## config.mk

```make
export PLATFORM = sky130hd
export DESIGN_NAME = ovbl_mix
export DESIGN_NICKNAME = d
export VERILOG_FILES = /design/src/rtl/ovbl_pkg.sv /design/src/rtl/ovbl_mix.sv
export SDC_FILE = /design/constraint.sdc
export NUM_CORES = 1
export LEC_CHECK = 0
export ABC_CLOCK_PERIOD_IN_PS = 5500
export BUFFER_PORTS_ARGS = -buffer_cell sky130_fd_sc_hd__clkbuf_2
export CORE_ASPECT_RATIO = 0.6
export CORE_MARGIN = 2
export CORE_UTILIZATION = 55
export CTS_CLUSTER_SIZE = 8
export DETAILED_ROUTE_END_ITERATION = 6
export PLACE_DENSITY = 0.73
export SLEW_MARGIN = 10
export SYNTH_ARGS = -nofsm -noshare
export SYNTH_HDL_FRONTEND = slang
export SYNTH_SLANG_ARGS = --single-unit
```

## constraint.sdc

```tcl
create_clock -name i_clk -period 5.5 [get_ports i_clk]
set_clock_uncertainty 0.2 [all_clocks]
set_input_delay 1.1 -clock i_clk [delete_from_list [all_inputs] [get_ports i_clk]]
set_output_delay 1.1 -clock i_clk [all_outputs]
set_load 0.005 [all_outputs]
```

## src/rtl/ovbl_pkg.sv

```systemverilog
package ovbl_pkg;

    // Defaults for the top level's size parameters.
    localparam int DEF_MAX_OVERLAY_WIDTH  = 128;
    localparam int DEF_MAX_OVERLAY_HEIGHT = 128;
    localparam int DEF_MAX_FRAME_DIM      = 4096;

    // Configuration port.
    localparam int CFG_IDX_W  = 3;
    localparam int CFG_DATA_W = 13;

    localparam logic [CFG_IDX_W-1:0] CFG_FRAME_WIDTH    = 3'd0;
    localparam logic [CFG_IDX_W-1:0] CFG_FRAME_HEIGHT   = 3'd1;
    localparam logic [CFG_IDX_W-1:0] CFG_OVERLAY_WIDTH  = 3'd2;
    localparam logic [CFG_IDX_W-1:0] CFG_OVERLAY_HEIGHT = 3'd3;
    localparam logic [CFG_IDX_W-1:0] CFG_OFFSET_X       = 3'd4;
    localparam logic [CFG_IDX_W-1:0] CFG_OFFSET_Y       = 3'd5;

    localparam logic [12:0] RST_FRAME_WIDTH    = 13'd640;
    localparam logic [12:0] RST_FRAME_HEIGHT   = 13'd480;
    localparam logic [7:0]  RST_OVERLAY_WIDTH  = 8'd128;
    localparam logic [7:0]  RST_OVERLAY_HEIGHT = 8'd128;
    localparam logic [11:0] RST_OFFSET_X       = 12'd0;
    localparam logic [11:0] RST_OFFSET_Y       = 12'd0;

    // Operation codes of an input beat.
    localparam logic OP_LOAD  = 1'b0;
    localparam logic OP_BLEND = 1'b1;

    localparam logic [7:0] ALPHA_FULL = 8'd255;

    typedef struct packed {
        logic       operation;
        logic [11:0] coord_x;
        logic [11:0] coord_y;
        logic [7:0]  red_in;
        logic [7:0]  green_in;
        logic [7:0]  blue_in;
        logic [7:0]  alpha_in;
    } t_in_beat;

    typedef struct packed {
        logic [7:0] red_out;
        logic [7:0] green_out;
        logic [7:0] blue_out;
        logic       inside_window;
    } t_out_beat;

    // One stored overlay texel.
    typedef struct packed {
        logic [7:0] alpha;
        logic [7:0] blue;
        logic [7:0] green;
        logic [7:0] red;
    } t_texel;

    // Load enables of the blend pipeline's registers.
    typedef struct packed {
        logic load_prod;
        logic load_out;
    } t_mix_ctl;

endpackage

```

## src/rtl/ovbl_mix.sv

```systemverilog
module ovbl_mix (
    input  logic                i_clk,
    input  ovbl_pkg::t_mix_ctl  i_ctl,
    input  ovbl_pkg::t_texel    i_texel,
    input  logic [2:0][7:0]     i_frame,
    input  logic                i_inside,
    output ovbl_pkg::t_out_beat o_beat
);
    import ovbl_pkg::*;

    logic [2:0][7:0]  w_ovl;
    logic [7:0]       w_inv_a;
    logic [2:0][15:0] r_p_ovl;
    logic [2:0][15:0] r_p_frm;
    logic [2:0][7:0]  r_frame;
    logic             r_inside;
    logic [2:0][15:0] w_sum;
    t_out_beat        r_beat;

    assign w_ovl   = {i_texel.red, i_texel.green, i_texel.blue};
    assign w_inv_a = ALPHA_FULL - i_texel.alpha;

    // Product stage: both weighted terms of each channel.
    always_ff @(posedge i_clk) begin
        if (i_ctl.load_prod) begin
            for (int c = 0; c < 3; c++) begin
                r_p_ovl[c] <= 16'(w_ovl[c] * i_texel.alpha);
                r_p_frm[c] <= 16'(i_frame[c] * w_inv_a);
            end
            r_frame  <= i_frame;
            r_inside <= i_inside;
        end
    end

    // The two terms sum to at most 255 * 255, so 16 bits never overflow.
    always_comb begin
        for (int c = 0; c < 3; c++) begin
            w_sum[c] = r_p_ovl[c] + r_p_frm[c];
        end
    end

    always_ff @(posedge i_clk) begin
        if (i_ctl.load_out) begin
            r_beat.red_out       <= r_inside ? w_sum[2][15:8] : r_frame[2];
            r_beat.green_out     <= r_inside ? w_sum[1][15:8] : r_frame[1];
            r_beat.blue_out      <= r_inside ? w_sum[0][15:8] : r_frame[0];
            r_beat.inside_window <= r_inside;
        end
    end

    assign o_beat = r_beat;

endmodule

```

==> impl_metrics.json <==
{
  "drt-total-wl_um": 42700,
  "finish.instance_area_mm2": 0.0207,
  "drc": 0,
  "ant_nets": 0,
  "rows": 52,
  "synth_cell_type_count": 54,
  "powerDensity_mw_per_mm2": 407,
  "synth_compound_area_share_pct": 7.64,
  "numCtsBuffers": 17,
  "die_w_um": 241,
  "root_buffer": "clkbuf_16",
  "yosys.area_share.xor_xnor_pct": 3.77,
  "placed_cell_area_mm2": 0.0201,
  "path_clk_slew_ns": 0.06,
  "critPathArrivalTime_ns": 5.18,
  "cts_max_level": 4,
  "ios": 85,
  "maxCapViolations": 0,
  "synth_cells": 1817,
  "hold_viol_final": 0,
  "max_freq_ghz": 0.193,
  "portBuffers": 84,
  "vias": 13040,
  "holdBufCountCts": 0,
  "grt_max_degree": 49,
  "drv_slew": 0,
  "cts.path.max_buffers": 2,
  "synthMuxAreaShare_pct": 0.667,
  "cts_tree": "done",
  "synth.avg_cell_area_um2": 10.2,
  "yosys_most_used_dff": "edfxtp_1",
  "layout_common_cells": "307 x inv_1, 258 x ha_1, 216 x fa_1",
  "yosysSeqAreaShare_pct": 23.6,
  "grt_pass1_vias": 13583,
  "stdcell_count": 2421,
  "antenna_found_initial": 1,
  "slew_headroom_pct": 31.7,
  "first_iter_violations": 806,
  "synth_adder_area_share_pct": 40.7,
  "synth_seq_cells": 146,
  "worst_slew_pin_slew_ns": 1.02,
  "synth_area_mm2": 0.0186,
  "p_leak_nw": 9.93,
  "routabilityCongestion": 0.921,
  "drt_first_pass_iters": 5,
  "via_per_inst": 5.39,
  "grt-ovfl-total": 0,
  "synth_nets": 2351,
  "worstPathRequired_ns": 5.51,
  "grt_use_total_pct": 25.9,
  "crit_type": "in2reg",
  "clock_latency_ns": 0.46,
  "crit_path_start_kind": "input pin",
  "ir_drop_mv": 0.260,
  "postCtsSetupRepairBufs": 0,
  "post-route-util_pct": 61.7,
  "layout-drive-gt1-share_pct": 11.0,
  "min_path_type": "reg2reg",
  "rsz0062_at_grt": "no",
  "yosys.area_share.simple_pct": 16.6,
  "synth_warnings": 0,
  "status": "completed",
  "dpl.hpwl_um": 33500,
  "synthArstFlopShare_pct": 0,
  "fin_ws_ns": 0.329,
  "synth_top_family_by_area": "adder cells",
  "area_growth_pct": 11.4,
  "critPathCaptureType": "register",
  "final_common_cell": "inv_1",
  "post-place-ws_ns": -0.124,
  "initial_core_util_pct": 55.4,
  "drt-wirelength-per-cell_um": 17.6,
  "grt_pass1_wl_um": 70300,
  "die_y_um": 146,
  "min_period_over_period_pct": 94.0,
  "setup_viol": 0,
  "dp_cells": 2388,
  "synth_edf_count": 146,
  "dieArea_mm2": 0.0353,
  "critPathMaxFanout": 22,
  "nets": 2482,
  "placeableCoreArea_mm2": 0.0335,
  "power_w": 0.00841,
  "cts_resized": 0,
  "min_period_ns": 5.17,
  "cts.sinks": 146
}
synthesized netlist by cell type (21+ instances only):
| cell type | number | share of area [%] |
|---|---|---|
| a21o_1 | 25 | 1.0 |
| a21oi_1 | 60 | 1.6 |
| and2_1 | 160 | 5.4 |
| clkbuf_1 | 44 | 0.89 |
| edfxtp_1 | 146 | 24 |
| fa_1 | 216 | 23 |
| ha_1 | 258 | 17 |
| inv_1 | 307 | 6.2 |
| nand2_1 | 65 | 1.3 |
| nand2b_1 | 39 | 1.3 |
| nor2_1 | 47 | 0.95 |
| nor2b_1 | 174 | 5.9 |
| nor3_1 | 21 | 0.57 |
| o21ai_0 | 37 | 1.0 |
| xnor2_1 | 55 | 2.6 |
| xor2_1 | 25 | 1.2 |
report_power, final:
part	switching, W	internal, W
Clock	0.000548	0.000680
Combinational	0.00283	0.00233
Sequential	0.000173	0.00185
Total	0.00355	0.00486
registers in the layout (all words and copies together) (netlist names):
| register | cells |
|---|---|
| r_p_frm | 48 |
| o_beat | 25 |
| r_p_ovl | 48 |
| r_frame | 24 |
| r_inside | 1 |
per-layer routing:
layer	track usage [%]	share of wire, %	vias to the layer above	routed length (um)
met5	0	0	-	0
li1	-	-	6190	-
met4	6.54	1.6	0	703
met3	5.10	6.7	46	2840
met1	38.8	48	6461	20600
met2	38.4	43	343	18500
logic make-up (layout without fill, tap and decap cells):
| kind of cell | Yosys count | after routing |
|---|---|---|
| other | 0 | 1 |
| buffers and inverters | 351 | 495 |
| AO/OA/AOI/OAI | 213 | 213 |
| AND/OR/NAND/NOR | 542 | 542 |
| multiplexers | 11 | 11 |
| XOR/XNOR | 80 | 80 |
| flip-flops | 146 | 146 |
| adder cells (fa/ha/maj) | 474 | 474 |
cell type report:
cell class              count  area, um2
multi-input cells        1320      12900
flip-flops and latches    146       4380
inverters                 307       1150
repair buffers            156       1100
clock buffers              17        425
diodes                      1       2.50
fillers                  2750      12800
well taps                 459        574
clock inverters            15        174
critical path: stages:
cell and delay [ns]:
clkbuf_2 0.10, buf_12 0.16, buf_4 0.18, and2_1 0.16
fa_1 0.52, fa_1 0.47, fa_1 0.52, inv_1 0.05
fa_1 0.47, inv_1 0.04, ha_1 0.33, nand2_1 0.10
o41ai_1 0.43, a221oi_2 0.15, o21bai_1 0.14, a21oi_1 0.09
xnor2_1 0.13
per-stage QoR:
stage | hold WS, ns | setup TNS [ns]
after floorplan | 0.224 | 0
after global placement | 0.311 | -0.0798
after detailed placement | 0.314 | -0.818
after CTS | 0.328 | 0
after global routing | 0.351 | 0
final | 0.328 | 0
path summary, 6_finish.rpt:
| path | startpoint | to | slack, ns | depth (start not counted) |
|---|---|---|---|---|
| worst max-delay path | i_texel[26] | r_p_ovl[30] | 0.33 | 17 |
| worst min-delay path | r_frame[21] | o_beat[22] | 0.33 | 1 |
| worst max register to register | r_p_ovl[39] | o_beat[24] | 2.70 | 8 |
| worst min register to register | r_frame[21] | o_beat[22] | 0.33 | 1 |
(Power assumes the default switching activity.)
