<file path="config.mk">
export PLATFORM = sky130hd
export DESIGN_NAME = ovbl_window
export DESIGN_NICKNAME = d
export VERILOG_FILES = /design/src/rtl/ovbl_pkg.sv /design/src/rtl/ovbl_window.sv
export SDC_FILE = /design/constraint.sdc
export NUM_CORES = 1
export LEC_CHECK = 0
export BUFFER_PORTS_ARGS = -buffer_cell sky130_fd_sc_hd__buf_4
export CORE_ASPECT_RATIO = 0.7
export CORE_MARGIN = 5
export CORE_UTILIZATION = 46
export DETAILED_ROUTE_END_ITERATION = 10
export HOLD_SLACK_MARGIN = 0.1
export MAX_ROUTING_LAYER = met4
export PLACE_DENSITY_LB_ADDON = 0.05
export SYNTH_ARGS = -nofsm -noshare
export SYNTH_HDL_FRONTEND = slang
export SYNTH_SLANG_ARGS = --single-unit
</file>
<file path="constraint.sdc">
create_clock -name i_clk -period 11.1 [get_ports i_clk]
set_input_delay 0.555 -clock i_clk [delete_from_list [all_inputs] [get_ports i_clk]]
set_output_delay 0.555 -clock i_clk [all_outputs]
set_load 0.02 [all_outputs]
</file>
<file path="src/rtl/ovbl_pkg.sv">
package ovbl_pkg;

    // Defaults for the top level's size parameters.
    localparam int DEF_MAX_OVERLAY_WIDTH  = 128;
    localparam int DEF_MAX_OVERLAY_HEIGHT = 128;
    localparam int DEF_MAX_FRAME_DIM      = 4096;

    // Configuration port.
    localparam int CFG_IDX_W  = 3;
    localparam int CFG_DATA_W = 13;

    localparam logic [CFG_IDX_W-1:0] CFG_FRAME_WIDTH    = 3'd0;
    localparam logic [CFG_IDX_W-1:0] CFG_FRAME_HEIGHT   = 3'd1;
    localparam logic [CFG_IDX_W-1:0] CFG_OVERLAY_WIDTH  = 3'd2;
    localparam logic [CFG_IDX_W-1:0] CFG_OVERLAY_HEIGHT = 3'd3;
    localparam logic [CFG_IDX_W-1:0] CFG_OFFSET_X       = 3'd4;
    localparam logic [CFG_IDX_W-1:0] CFG_OFFSET_Y       = 3'd5;

    localparam logic [12:0] RST_FRAME_WIDTH    = 13'd640;
    localparam logic [12:0] RST_FRAME_HEIGHT   = 13'd480;
    localparam logic [7:0]  RST_OVERLAY_WIDTH  = 8'd128;
    localparam logic [7:0]  RST_OVERLAY_HEIGHT = 8'd128;
    localparam logic [11:0] RST_OFFSET_X       = 12'd0;
    localparam logic [11:0] RST_OFFSET_Y       = 12'd0;

    // Operation codes of an input beat.
    localparam logic OP_LOAD  = 1'b0;
    localparam logic OP_BLEND = 1'b1;

    localparam logic [7:0] ALPHA_FULL = 8'd255;

    typedef struct packed {
        logic       operation;
        logic [11:0] coord_x;
        logic [11:0] coord_y;
        logic [7:0]  red_in;
        logic [7:0]  green_in;
        logic [7:0]  blue_in;
        logic [7:0]  alpha_in;
    } t_in_beat;

    typedef struct packed {
        logic [7:0] red_out;
        logic [7:0] green_out;
        logic [7:0] blue_out;
        logic       inside_window;
    } t_out_beat;

    // One stored overlay texel.
    typedef struct packed {
        logic [7:0] alpha;
        logic [7:0] blue;
        logic [7:0] green;
        logic [7:0] red;
    } t_texel;

    // Load enables of the blend pipeline's registers.
    typedef struct packed {
        logic load_prod;
        logic load_out;
    } t_mix_ctl;

endpackage

</file>
<file path="src/rtl/ovbl_window.sv">
module ovbl_window #(
    parameter int MAX_OVERLAY_WIDTH  = ovbl_pkg::DEF_MAX_OVERLAY_WIDTH,
    parameter int MAX_OVERLAY_HEIGHT = ovbl_pkg::DEF_MAX_OVERLAY_HEIGHT,
    parameter int MAX_FRAME_DIM      = ovbl_pkg::DEF_MAX_FRAME_DIM,
    parameter int AW = (MAX_OVERLAY_WIDTH * MAX_OVERLAY_HEIGHT > 1) ?
                       $clog2(MAX_OVERLAY_WIDTH * MAX_OVERLAY_HEIGHT) : 1
) (
    input  logic                                i_clk,
    input  logic                                i_rst_n,
    input  logic                                i_cfg_we,
    input  logic [ovbl_pkg::CFG_IDX_W-1:0]      i_cfg_idx,
    input  logic [ovbl_pkg::CFG_DATA_W-1:0]     i_cfg_data,
    input  ovbl_pkg::t_in_beat                  i_beat,
    output logic                                o_inside,
    output logic                                o_load_ok,
    output logic [AW-1:0]                       o_addr
);
    import ovbl_pkg::*;

    localparam int FDW = $clog2(MAX_FRAME_DIM + 1);
    localparam int FW  = (FDW > 13) ? FDW : 13;
    localparam int OWW = $clog2(MAX_OVERLAY_WIDTH + 1);
    localparam int OHW = $clog2(MAX_OVERLAY_HEIGHT + 1);
    localparam int OMW = (OWW > OHW) ? OWW : OHW;
    localparam int SW  = (FW > OMW) ? FW : OMW;
    localparam int CXW = (MAX_OVERLAY_WIDTH > 1) ? $clog2(MAX_OVERLAY_WIDTH) : 1;
    localparam int CYW = (MAX_OVERLAY_HEIGHT > 1) ? $clog2(MAX_OVERLAY_HEIGHT) : 1;

    localparam logic [SW-1:0] FRAME_MAX = SW'(MAX_FRAME_DIM);
    localparam logic [SW-1:0] OVW_MAX   = SW'(MAX_OVERLAY_WIDTH);
    localparam logic [SW-1:0] OVH_MAX   = SW'(MAX_OVERLAY_HEIGHT);
    localparam logic [AW-1:0] ROW_PITCH = AW'(MAX_OVERLAY_WIDTH);

    logic [12:0] r_frame_w;
    logic [12:0] r_frame_h;
    logic [7:0]  r_ovl_w;
    logic [7:0]  r_ovl_h;
    logic [11:0] r_off_x;
    logic [11:0] r_off_y;

    logic [SW-1:0]  w_span_x;
    logic [SW-1:0]  w_span_y;
    logic [SW-1:0]  w_dx;
    logic [SW-1:0]  w_dy;
    logic           w_in_x;
    logic           w_in_y;
    logic [CXW-1:0] w_col;
    logic [CYW-1:0] w_row;

    // Extent of the window along one axis, clipped at the frame edge.
    function automatic logic [SW-1:0] span(input logic [SW-1:0] ov,
                                           input logic [SW-1:0] ov_max,
                                           input logic [SW-1:0] fr,
                                           input logic [SW-1:0] off);
        logic [SW-1:0] f;
        logic [SW-1:0] c;
        logic [SW-1:0] rem;
        begin
            f   = (fr < FRAME_MAX) ? fr : FRAME_MAX;
            c   = (ov < ov_max) ? ov : ov_max;
            c   = (c < f) ? c : f;
            rem = f - off;
            if (off >= f) begin
                span = '0;
            end else begin
                span = (rem < c) ? rem : c;
            end
        end
    endfunction

    always_ff @(posedge i_clk) begin
        if (!i_rst_n) begin
            r_frame_w <= RST_FRAME_WIDTH;
            r_frame_h <= RST_FRAME_HEIGHT;
            r_ovl_w   <= RST_OVERLAY_WIDTH;
            r_ovl_h   <= RST_OVERLAY_HEIGHT;
            r_off_x   <= RST_OFFSET_X;
            r_off_y   <= RST_OFFSET_Y;
        end else if (i_cfg_we) begin
            case (i_cfg_idx)
                CFG_FRAME_WIDTH:    r_frame_w <= i_cfg_data;
                CFG_FRAME_HEIGHT:   r_frame_h <= i_cfg_data;
                CFG_OVERLAY_WIDTH:  r_ovl_w   <= i_cfg_data[7:0];
                CFG_OVERLAY_HEIGHT: r_ovl_h   <= i_cfg_data[7:0];
                CFG_OFFSET_X:       r_off_x   <= i_cfg_data[11:0];
                CFG_OFFSET_Y:       r_off_y   <= i_cfg_data[11:0];
                default: begin
                end
            endcase
        end
    end

    assign w_span_x = span(SW'(r_ovl_w), OVW_MAX, SW'(r_frame_w), SW'(r_off_x));
    assign w_span_y = span(SW'(r_ovl_h), OVH_MAX, SW'(r_frame_h), SW'(r_off_y));

    assign w_dx = SW'(i_beat.coord_x) - SW'(r_off_x);
    assign w_dy = SW'(i_beat.coord_y) - SW'(r_off_y);

    assign w_in_x = (i_beat.coord_x >= r_off_x) && (w_dx < w_span_x);
    assign w_in_y = (i_beat.coord_y >= r_off_y) && (w_dy < w_span_y);

    assign o_inside  = w_in_x && w_in_y;
    assign o_load_ok = (SW'(i_beat.coord_x) < OVW_MAX) && (SW'(i_beat.coord_y) < OVH_MAX);

    // Loads address the store by overlay coordinates, frame pixels by their
    // position relative to the window's corner. Both share one row multiply.
    always_comb begin
        if (i_beat.operation == OP_BLEND) begin
            w_col = w_dx[CXW-1:0];
            w_row = w_dy[CYW-1:0];
        end else begin
            w_col = i_beat.coord_x[CXW-1:0];
            w_row = i_beat.coord_y[CYW-1:0];
        end
    end

    assign o_addr = AW'(AW'(w_row) * ROW_PITCH) + AW'(w_col);

endmodule

</file>
==> flow_summary.json, run 1 <==
{
  "drv_slew": 0,
  "postPlaceCellArea_um2": 7880,
  "diodes": 0,
  "post_drt_wl_per_cell_um": 17.1,
  "ir_drop_uv": 91.8,
  "crit_start": "r_frame_h[12]",
  "crit_end": "o_inside",
  "synthAdderAreaFrac_pct": 19.1,
  "ys_warn_count": 0,
  "grt_overflow": 0,
  "cts_setup_buffers": 0,
  "reg2reg_from": "r_frame_h[12]",
  "critPathCaptureType": "output pin",
  "ctsLongestPathBuffers": 2,
  "synth_seq_cells": 66,
  "tns_ps": 0,
  "reg2reg_slack_ps": 10000,
  "drcViolationCount": 0,
  "synth_compound_area_share_pct": 22.8,
  "setup_ws_ps": 3260,
  "wl_um": 20800,
  "setup_viol": 0,
  "nets": 1195,
  "cp.arrival_ps": 7280,
  "layout_common_cells": "nand2_1, ha_1, dfxtp_1",
  "cts_resized": 0,
  "netlist_area_um2": 7280,
  "rsz0062_at_grt": "false",
  "mostFrequentLayoutCell": "nand2_1",
  "vias": 6699,
  "antenna_left": 0,
  "crit_required_ps": 10550,
  "antenna_found_initial": 0,
  "post-dp-hpwl_um": 17100,
  "ys_types": 65,
  "drive_gt1_share_pct": 10.5,
  "drt-initial-drc-count": 474,
  "grt.total_usage_pct": 22.8,
  "clkSinkCount": 66,
  "reg2reg_depth": 2,
  "post-place-ws_ps": 3680,
  "synthToLayoutAreaGrowth_pct": 12.8,
  "status": "finished, final reports clean",
  "grt_pass1_wl_um": 32600,
  "ys_seq_area_share_pct": 18.2,
  "maxCapViolations": 0,
  "fin_worst_skew_ps": 0,
  "clockRootBuffer": "clkbuf_16",
  "path_class": "reg2out",
  "synth_xor_area_share_pct": 4.33,
  "drt-vias-per-instance": 5.52,
  "hold_violations": 0,
  "synth_top_family_by_area": "simple AND/OR/NAND/NOR gates",
  "clk_latency_ps": 320,
  "die_x_um": 160,
  "worst_pin_slew_ps": 950,
  "fmax_mhz": 128,
  "cts_hold_buf": 0,
  "async_reset_ff_share_pct": 0,
  "synthMuxAreaShare_pct": 5.85,
  "yosys.area_share.simple_pct": 25.0,
  "relSlewSlack_pct": 36.5,
  "rows": 38,
  "fin_area_um2": 8210,
  "cp_max_fo": 18,
  "tritoncts": "built",
  "gp_congestion": 0.929,
  "start_util_pct": 46.9,
  "drt_first_pass_iters": 5,
  "fillers": 1563,
  "grt_pass1_vias": 5973,
  "r2r-end": "r_frame_h[12]",
  "cts_max_level": 3,
  "io_pins": 92,
  "coreArea_um2": 15500,
  "power_density_nw_per_um2": 108,
  "synth_cells": 959,
  "power.leakage_nw": 3.42,
  "fin_crit_sh_pct": 70.6,
  "clk_pin_slew_worst_paths_ps": 50,
  "syn_area_per_cell_um2": 7.59,
  "critPathLaunchType": "register",
  "synth-edff-count": 0,
  "grt_max_degree": 67,
  "die_height_um": 115,
  "min_period_ps": 7840,
  "die_area_um2": 18500,
  "numCtsBuffers": 9,
  "hold_class": "reg2reg",
  "io_buffers": 59,
  "synth_top_flop_cell": "dfxtp_1"
}
-- worst min-delay path by stage --
stage,slack (ps),endpoint,start,depth (start not counted)
4_1_cts,460,r_frame_h[2],r_frame_h[2],2
3_5_place_dp,450,r_frame_h[5],r_frame_h[5],2
2_1_floorplan,430,r_frame_h[5],r_frame_h[5],2
6_report,460,r_frame_h[5],r_frame_h[5],2
3_3_place_gp,450,r_frame_h[5],r_frame_h[5],2
5_1_grt,480,r_frame_h[5],r_frame_h[5],2
-- power by group --
part,internal (W),leakage (nW),switching (W),total (W)
Sequential,0.000242,0.535,0.00000466,0.000247
Combinational,0.000145,2.73,0.000184,0.000328
Clock,0.000203,0.155,0.000104,0.000307
-- critical path, cell delays in order (launching register included) --
cell and delay [ps]:
dfxtp_1 780, nand2b_1 220, ha_1 260, a21oi_1 150, nand2_1 90, a311oi_1 460, a21o_1 500, mux2i_1 460
ha_1 330, a21oi_1 140, o21ai_0 90, a221oi_1 520, nand2_1 310, nor2_2 420, mux2i_1 260, ha_1 270
a21o_1 160, a21o_1 160, a21oi_1 120, o21ai_0 110, a2111oi_0 520, o2111ai_1 190, nor3_1 220, buf_4 190
-- logic make-up (layout without fill, tap and decap cells) --
logic type	Yosys count	count (layout)
flip-flops	66	66
other	1	10
AND/OR/NAND/NOR	379	379
buffers and inverters	86	132
multiplexers	41	41
XOR/XNOR	36	36
AO/OA/AOI/OAI	240	240
adder cells (fa/ha/maj)	110	110
-- cells in the mapped netlist, drive strengths merged, types with 3 or more instances --
library cell / n / share of area (%)
xor2: 8 / 0.96
nand2: 175 / 9.0
xnor2: 28 / 3.4
or4: 4 / 0.41
nand4: 13 / 1.1
a211oi: 10 / 1.0
ha: 108 / 19
o21a: 6 / 0.62
a311oi: 4 / 0.72
and3: 6 / 0.52
a21o: 22 / 2.3
o2111ai: 4 / 0.48
mux2i: 29 / 4.0
a221oi: 4 / 0.48
and4: 7 / 0.84
dfxtp: 66 / 18
a21boi: 59 / 6.1
a21oi: 61 / 4.2
or3b: 3 / 0.36
o21bai: 9 / 0.93
nor2b: 43 / 3.7
inv: 57 / 2.9
clkbuf: 24 / 1.2
buf: 5 / 0.50
or2: 7 / 0.60
o211ai: 9 / 0.93
nand3b: 5 / 0.52
nor3: 16 / 1.1
mux2: 12 / 1.9
o21ai: 29 / 2.0
nand3: 29 / 2.0
nor2: 46 / 2.4
nand2b: 12 / 1.0
-- metal layers --
| metal | share of wire [%] | GRT usage [%] | vias to the layer above |
|---|---|---|---|
| li1 | - | - | 3520 |
| met1 | 60 | 39.1 | 3026 |
| met2 | 34 | 27.1 | 140 |
| met3 | 4.8 | 2.65 | 13 |
| met4 | 0.73 | 3.44 | 0 |
| met5 | 0 | - | - |
-- flip-flops by register name, indices dropped and copies added (netlist names) --
register	cells
r_frame_w	13
r_frame_h	13
r_ovl_h	8
r_off_y	12
r_ovl_w	8
r_off_x	12
-- cell type report --
cell class	count	area [µm²]	share of cell area (%)
flip-flops and latches	66	1320	16.1
clock inverters	6	88.8	1.08
multi-input cells	816	5650	68.9
repair buffers	59	443	5.39
inverters	57	214	2.61
well taps	200	250	3.05
clock buffers	10	239	2.91
-- per-stage QoR --
stage	hold slack, ps	std cells	total power, W	util, %
finish	458	1214	0.000883	53.0
global route	482	1214	0.000947	53.0
CTS	463	1214	0.000889	53.0
detailed placement	450	1198	0.000578	50.9
global placement	449	1198	0.000577	50.9
floorplan	433	968	0.000491	-
No activity file was read; power rests on OpenSTA's default activity.
==> run 2: changes to the inputs <==
==> constraint.sdc (replaced) <==
create_clock -name i_clk -period 7.1 [get_ports i_clk]
set_input_delay 0.355 -clock i_clk [delete_from_list [all_inputs] [get_ports i_clk]]
set_output_delay 0.355 -clock i_clk [all_outputs]
set_load 0.02 [all_outputs]
==> run 2 against run 1 <==
Sequential cell count unchanged. Die area unchanged. Sequential share of layout area down 0.16 points. Critical path type unchanged. Critical endpoint unchanged. Largest power group unchanged.
==> flow_summary.json, run 2 (same netlist as run 1, synthesis figures left out) <==
{
  "status": "finished, final reports clean",
  "cp_max_fo": 11,
  "pwr-share-clk_pct": 34.1,
  "numCtsBuffers": 9,
  "power_switching_share_pct": 33.1,
  "cts_hold_buf": 0,
  "fin_worst_skew_ps": 0,
  "p_sw_w": 0.000459,
  "worstHoldStart": "i_cfg_data[8]",
  "hold_class": "in2reg",
  "path_class": "reg2out",
  "ir_drop_uv": 155,
  "grt_util_met3_pct": 2.62,
  "seq_area_um2": 1320,
  "drcViolationCount": 0,
  "coreArea_um2": 15500,
  "power.leakage_nw": 3.48,
  "grt_pass1_vias": 6313,
  "drt-vias-per-instance": 5.57,
  "reg_top3": "r_frame_h x13, r_frame_w x13",
  "reg2reg_depth": 3,
  "hold_violations": 0,
  "relSlewSlack_pct": 32.9,
  "use_met1_pct": 40.3,
  "clk_pin_slew_worst_paths_ps": 50,
  "fillers": 1546,
  "grt.total_usage_pct": 23.8,
  "io_buffers": 59,
  "multi_input_area_um2": 5670,
  "post_drt_wl_per_cell_um": 17.3,
  "crit_required_ps": 6740,
  "reg2reg_from": "r_frame_w[12]",
  "grt_pass1_wl_um": 34200,
  "final_util_pct": 53.6,
  "antenna_left": 0,
  "crit_start": "r_frame_h[12]",
  "combPwrFrac_pct": 38.0,
  "die_x_um": 160,
  "start_util_pct": 46.9,
  "drv_slew": 0,
  "met2_usage_pct": 28.7,
  "mostFrequentLayoutCell": "nand2_1",
  "power_density_nw_per_um2": 167,
  "die_height_um": 115,
  "grt_max_degree": 67,
  "rows": 38,
  "p_int_w": 0.000928,
  "min_period_ps": 6740,
  "synthToLayoutAreaGrowth_pct": 14.1,
  "finalPower_w": 0.00139,
  "tns_ps": 0,
  "cp.arrival_ps": 6380,
  "grt_overflow": 0,
  "grt.busiest_layer": "met1",
  "fmax_mhz": 148,
  "maxCapViolations": 0,
  "rsz0062_at_grt": "false",
  "drive_gt1_share_pct": 11.7,
  "clkSinkCount": 66,
  "clk_latency_ps": 330,
  "power_frac_seq_pct": 27.9,
  "worst_pin_slew_ps": 1000,
  "whs_path_depth": 3,
  "nets": 1206,
  "diodes": 0,
  "critPathLaunchType": "register",
  "setup_viol": 0,
  "post-dp-hpwl_um": 17500,
  "drt-initial-drc-count": 538,
  "wl_um": 21200,
  "layout_common_cells": "nand2_1, ha_1, buf_4",
  "tritoncts": "built",
  "fin_crit_sh_pct": 94.9,
  "die_area_um2": 18500,
  "gp_congestion": 0.941,
  "drt_first_pass_iters": 5,
  "clockRootBuffer": "clkbuf_16",
  "critPathCaptureType": "output pin",
  "cts_max_level": 3,
  "antenna_found_initial": 0,
  "ctsLongestPathBuffers": 2,
  "io_pins": 92,
  "vias": 6820
}
==> run 2: metal layers <==
metal | wire length (µm) | vias to the layer above
met5 | 0 | -
met4 | 201 | 0
met2 | 7250 | 175
li1 | - | 3541
met3 | 1210 | 12
met1 | 12600 | 3092
==> run 2: metrics by stage <==
step / instances / hold WS [ps] / setup slack, ps / area [µm²]
2_1_floorplan: 968 / 433 / 1170 / 7310
3_3_place_gp: 1207 / 448 / 466 / 7950
3_5_place_dp: 1207 / 451 / 417 / 7950
4_1_cts: 1223 / 289 / 13.3 / 8270
5_1_grt: 1225 / 311 / 15.7 / 8300
6_report: 1225 / 292 / 363 / 8300
==> run 2: critical path: stages (launching register included) <==
cell	delay (ps)
dfxtp_2	470
nand2b_1	250
ha_1	250
nand2_1	90
a2111o_1	400
and3_1	180
or2_2	320
a41oi_1	250
xnor2_1	120
ha_1	350
nand4_1	100
nor3_1	310
nand2_1	140
a311oi_4	390
buf_4	190
nor3_1	40
or3b_1	370
ha_1	190
a21o_1	170
a21o_1	170
a21oi_1	130
o21ai_0	130
a2111oi_2	400
o2111ai_1	190
nor3_1	240
buf_4	200
==> run 2: worst paths after layout <==
kind / end / slack (ps)
max: o_inside / 360
min reg2reg: r_ovl_w[4] / 460
max reg2reg: r_frame_w[12] / 6140
min: r_frame_h[8] / 290
==> run 2: power by group through the flow <==
| stage | sequential (W) | clock, W | combinational (W) |
|---|---|---|---|
| finish | 0.000386 | 0.000473 | 0.000527 |
| global route | 0.000387 | 0.000498 | 0.000591 |
| CTS | 0.000386 | 0.000479 | 0.000521 |
| detailed placement | 0.000394 | 0 | 0.000518 |
| global placement | 0.000394 | 0 | 0.000514 |
| floorplan | 0.000391 | 0 | 0.000377 |
==> run 2: repair_timing <==
item,CTS,global route
gates resized for setup,0,5
endpoints found under the setup margin,0,1
hold endpoints to repair,0,0
buffers inserted,0,2
==> run 2: area by class of cell <==
type	count	share of cell area (%)
clock inverter	5	0.934
timing repair buffer	70	6.33
clock buffer	11	2.92
tap	200	3.01
multi-input combinational	816	68.3
inverter	57	2.58
sequential	66	15.9
